<file path="src/hdl/sle_ram.sv">
// ----------------------------------------------------------------------------
// sle_ram
// Generic simple dual-port RAM: one write port, one read port, read data
// registered.
// ----------------------------------------------------------------------------
module sle_ram #(
    parameter int WIDTH = 32,
    parameter int DEPTH = 128
) (
    input  logic                     clk,
    input  logic                     we,
    input  logic [$clog2(DEPTH)-1:0] waddr,
    input  logic [WIDTH-1:0]         wdata,
    input  logic [$clog2(DEPTH)-1:0] raddr,
    output logic [WIDTH-1:0]         rdata
);

    logic [WIDTH-1:0] mem [DEPTH];

    // write port and registered read port
    always_ff @(posedge clk)
    begin
        if (we)
        begin
            mem[waddr] <= wdata;
        end
        rdata <= mem[raddr];
    end

endmodule

</file>
<file path="config.mk">
export PLATFORM = sky130hd
export DESIGN_NAME = sle_ram
export DESIGN_NICKNAME = d
export VERILOG_FILES = /design/src/hdl/sle_ram.sv
export SDC_FILE = /design/constraint.sdc
export NUM_CORES = 2
export LEC_CHECK = 0
export ABC_AREA = 1
export BUFFER_PORTS_ARGS = -buffer_cell sky130_fd_sc_hd__buf_2
export CAP_MARGIN = 20
export CORE_ASPECT_RATIO = 0.7
export CORE_MARGIN = 2
export CORE_UTILIZATION = 45
export CTS_CLUSTER_SIZE = 16
export DETAILED_ROUTE_END_ITERATION = 16
export PLACE_DENSITY_LB_ADDON = 0.3
export SLEW_MARGIN = 5
export SYNTH_ARGS = -nofsm -noshare
export SYNTH_HDL_FRONTEND = slang
export SYNTH_SLANG_ARGS = --single-unit
</file>
<file path="constraint.sdc">
create_clock -name clk -period 7.9 [get_ports clk]
set_input_delay 0.79 -clock clk [delete_from_list [all_inputs] [get_ports clk]]
set_output_delay 0.79 -clock clk [all_outputs]
set_load 0.01 [all_outputs]
</file>
==> flow_summary.json <==
{
  "p_leak_nw": 62.55,
  "routedWlPerCell_um": 27.53,
  "crit_start": "raddr[1]",
  "startpoint_type": "input pin",
  "synthTopCellsByArea": "edfxtp_1, nand3_1, nand2_1",
  "portBuffers": 79,
  "fin_setup_tns_ps": 0,
  "drt-initial-drc-count": 18300,
  "tritoncts": "built",
  "crit_required_ps": 8700,
  "maxSlewHeadroom_pct": 18.29,
  "netlist_instances": 13390,
  "ant_nets": 0,
  "grt_max_degree": 194,
  "num_io_pins": 80,
  "finClkSkew_ps": 47.50,
  "worstHoldEndpoint": "mem[68][12]",
  "drv_slew": 0,
  "drt_pass1_iterations": 6,
  "synth_top_area_share_pct": 74.71,
  "syn_to_final_growth_pct": 10.78,
  "post_cts_buffers": 0,
  "hpwl_um": 267900,
  "clock-root-buffer": "clkbuf_16",
  "finalWirelength_um": 507400,
  "ys_seq_area_share_pct": 75.10,
  "die_h_um": 510.1,
  "r2r_start": "mem[88][2]",
  "place_congestion": 0.8591,
  "cts_max_level": 5,
  "fin_nets": 13290,
  "setup_viol": 0,
  "fill_cells": 30980,
  "via_per_inst": 5.886,
  "antenna_found_initial": 56,
  "grt_pass1_vias": 99200,
  "yosysTopAreaCell": "edfxtp_1",
  "overflow": 0,
  "synth_seq_cells": 4128,
  "cts_hold_buf": 0,
  "rrSetupSlack_ps": 5490,
  "cts_resized": 0,
  "netlist_area_um2": 164600,
  "syn-num-nets": 13440,
  "post-route-period-util_pct": 48.03,
  "hold_depth": 1,
  "path_max_fanout": 111,
  "vias": 108500,
  "avgSynthCellArea_um2": 12.30,
  "clk_pin_slew_ps": 60,
  "end_kind": "flip-flop",
  "num_rows": 185,
  "dieArea_um2": 370800,
  "core_area_um2": 363400,
  "grtUsageTotal_pct": 26.79,
  "hold_path.class": "input pin to flip-flop",
  "cts_sinks": 4128,
  "crit_type": "input pin to flip-flop",
  "cts_buffers": 381,
  "ff2ff_path_depth": 8,
  "max_clock_freq_mhz": 263.5,
  "layout_common_cells": "nand2_1, edfxtp_1, nand3_1, clkbuf_16, buf_4",
  "finalCriticalPeriod_ps": 3795,
  "drc": 0,
  "layout_commonest_cell": "nand2_1",
  "grt_pass1_wl_um": 724200,
  "r2r-end": "rdata[2]",
  "synth.distinct_cells": 15,
  "clock_latency_ps": 950,
  "finalPower_w": 0.04527,
  "cap_violations": 0,
  "ir_worst_vdd_uv": 204.3,
  "power_density_nw_per_um2": 248.2,
  "status": "complete, no violations",
  "worst_pin_slew_ps": 1221,
  "cts_buffer_depth": 4,
  "initial_core_util_pct": 45.30,
  "arrival_ps": 4590,
  "die_w_um": 726.9,
  "yosys_warnings": 0,
  "min_from": "wdata[12]",
  "drive_gt1_share_pct": 7.620,
  "rsz0062_at_grt": "false",
  "hold_viol_final": 0
}
## final cells by class
class / instances / area, um2 / area share, %
Multi-Input combinational cell: 8328 / 37300 / 20.45
Inverter: 24 / 142.6 / 0.07821
Tap cell: 4862 / 6083 / 3.335
Sequential cell: 4128 / 123600 / 67.79
Antenna cell: 27 / 67.56 / 0.03705
Clock inverter: 194 / 1654 / 0.9069
Clock buffer: 494 / 10260 / 5.623
Timing Repair Buffer: 375 / 3242 / 1.777
## where the power goes
| group | switching (W) | total, W | internal (W) |
|---|---|---|---|
| Sequential | 0.0000860 | 0.0243 | 0.0242 |
| Combinational | 0.00227 | 0.00288 | 0.000604 |
| Clock | 0.00815 | 0.0181 | 0.00998 |
| Total | 0.0105 | 0.0453 | 0.0348 |
## routing by layer
| layer | GRT usage, % | vias to the layer above | wire [um] |
|---|---|---|---|
| met4 | 7.977 | 12 | 15590 |
| li1 | - | 47660 | - |
| met3 | 6.976 | 837 | 68950 |
| met1 | 40.31 | 53250 | 208300 |
| met2 | 38.28 | 6745 | 214500 |
| met5 | 0 | - | 95 |
## flip-flops by register name, indices dropped and copies added, names as in the netlist
name,cells
mem,4096
rdata,32
## kinds of logic (layout without fill, tap and decap cells)
group | after synthesis | after routing | share of synthesized area (%)
flops | 4128 | 4128 | 75.10
simple gates | 8328 | 8328 | 22.06
other cells | 0 | 27 | 0
buf+inv | 933 | 1087 | 2.841
## worst max-delay path, stage by stage
cell     delay [ps]
buf_8           560
buf_12          540
buf_4           720
nand3_1         160
nand3_1         120
nand3_1         100
nand3_1         350
nand3_1         510
nand3_1         440
nand2_1         110
## how the worst max path moves through the flow
stage	cells past startpoint	slack, ps	end
final	10	4110	rdata[7]
after global routing	10	4040	rdata[30]
after global placement	10	3280	rdata[30]
after floorplan	4	4710	mem[105][0]
after CTS	10	4300	rdata[30]
after detailed placement	10	3330	rdata[30]
## metrics by stage
stage                     instance area (um2)  std cells  hold WS [ps]  setup slack (ps)  util, %
after CTS                              182300      18410         132.9              4298    50.17
after global routing                   182300      18410         166.3              4039    50.17
after floorplan                        164600      13390         754.5              4712        -
after global placement                 170400      17720         849.1              3285    46.88
final                                  182400      18430         186.7              4105    50.19
after detailed placement               170400      17720         868.0              3332    46.89
## synthesized netlist by cell type
| cell | count |
|---|---|
| buf_8 | 1 |
| inv_2 | 2 |
| clkbuf_1 | 109 |
| buf_2 | 602 |
| nor3_1 | 8 |
| nand3_1 | 4035 |
| buf_6 | 11 |
| inv_1 | 20 |
| buf_4 | 86 |
| dfxtp_1 | 32 |
| inv_4 | 2 |
| edfxtp_1 | 4096 |
| nor2_1 | 134 |
| nand2_1 | 4151 |
| buf_1 | 100 |
Note: power is estimated with default switching activity, not from simulation.
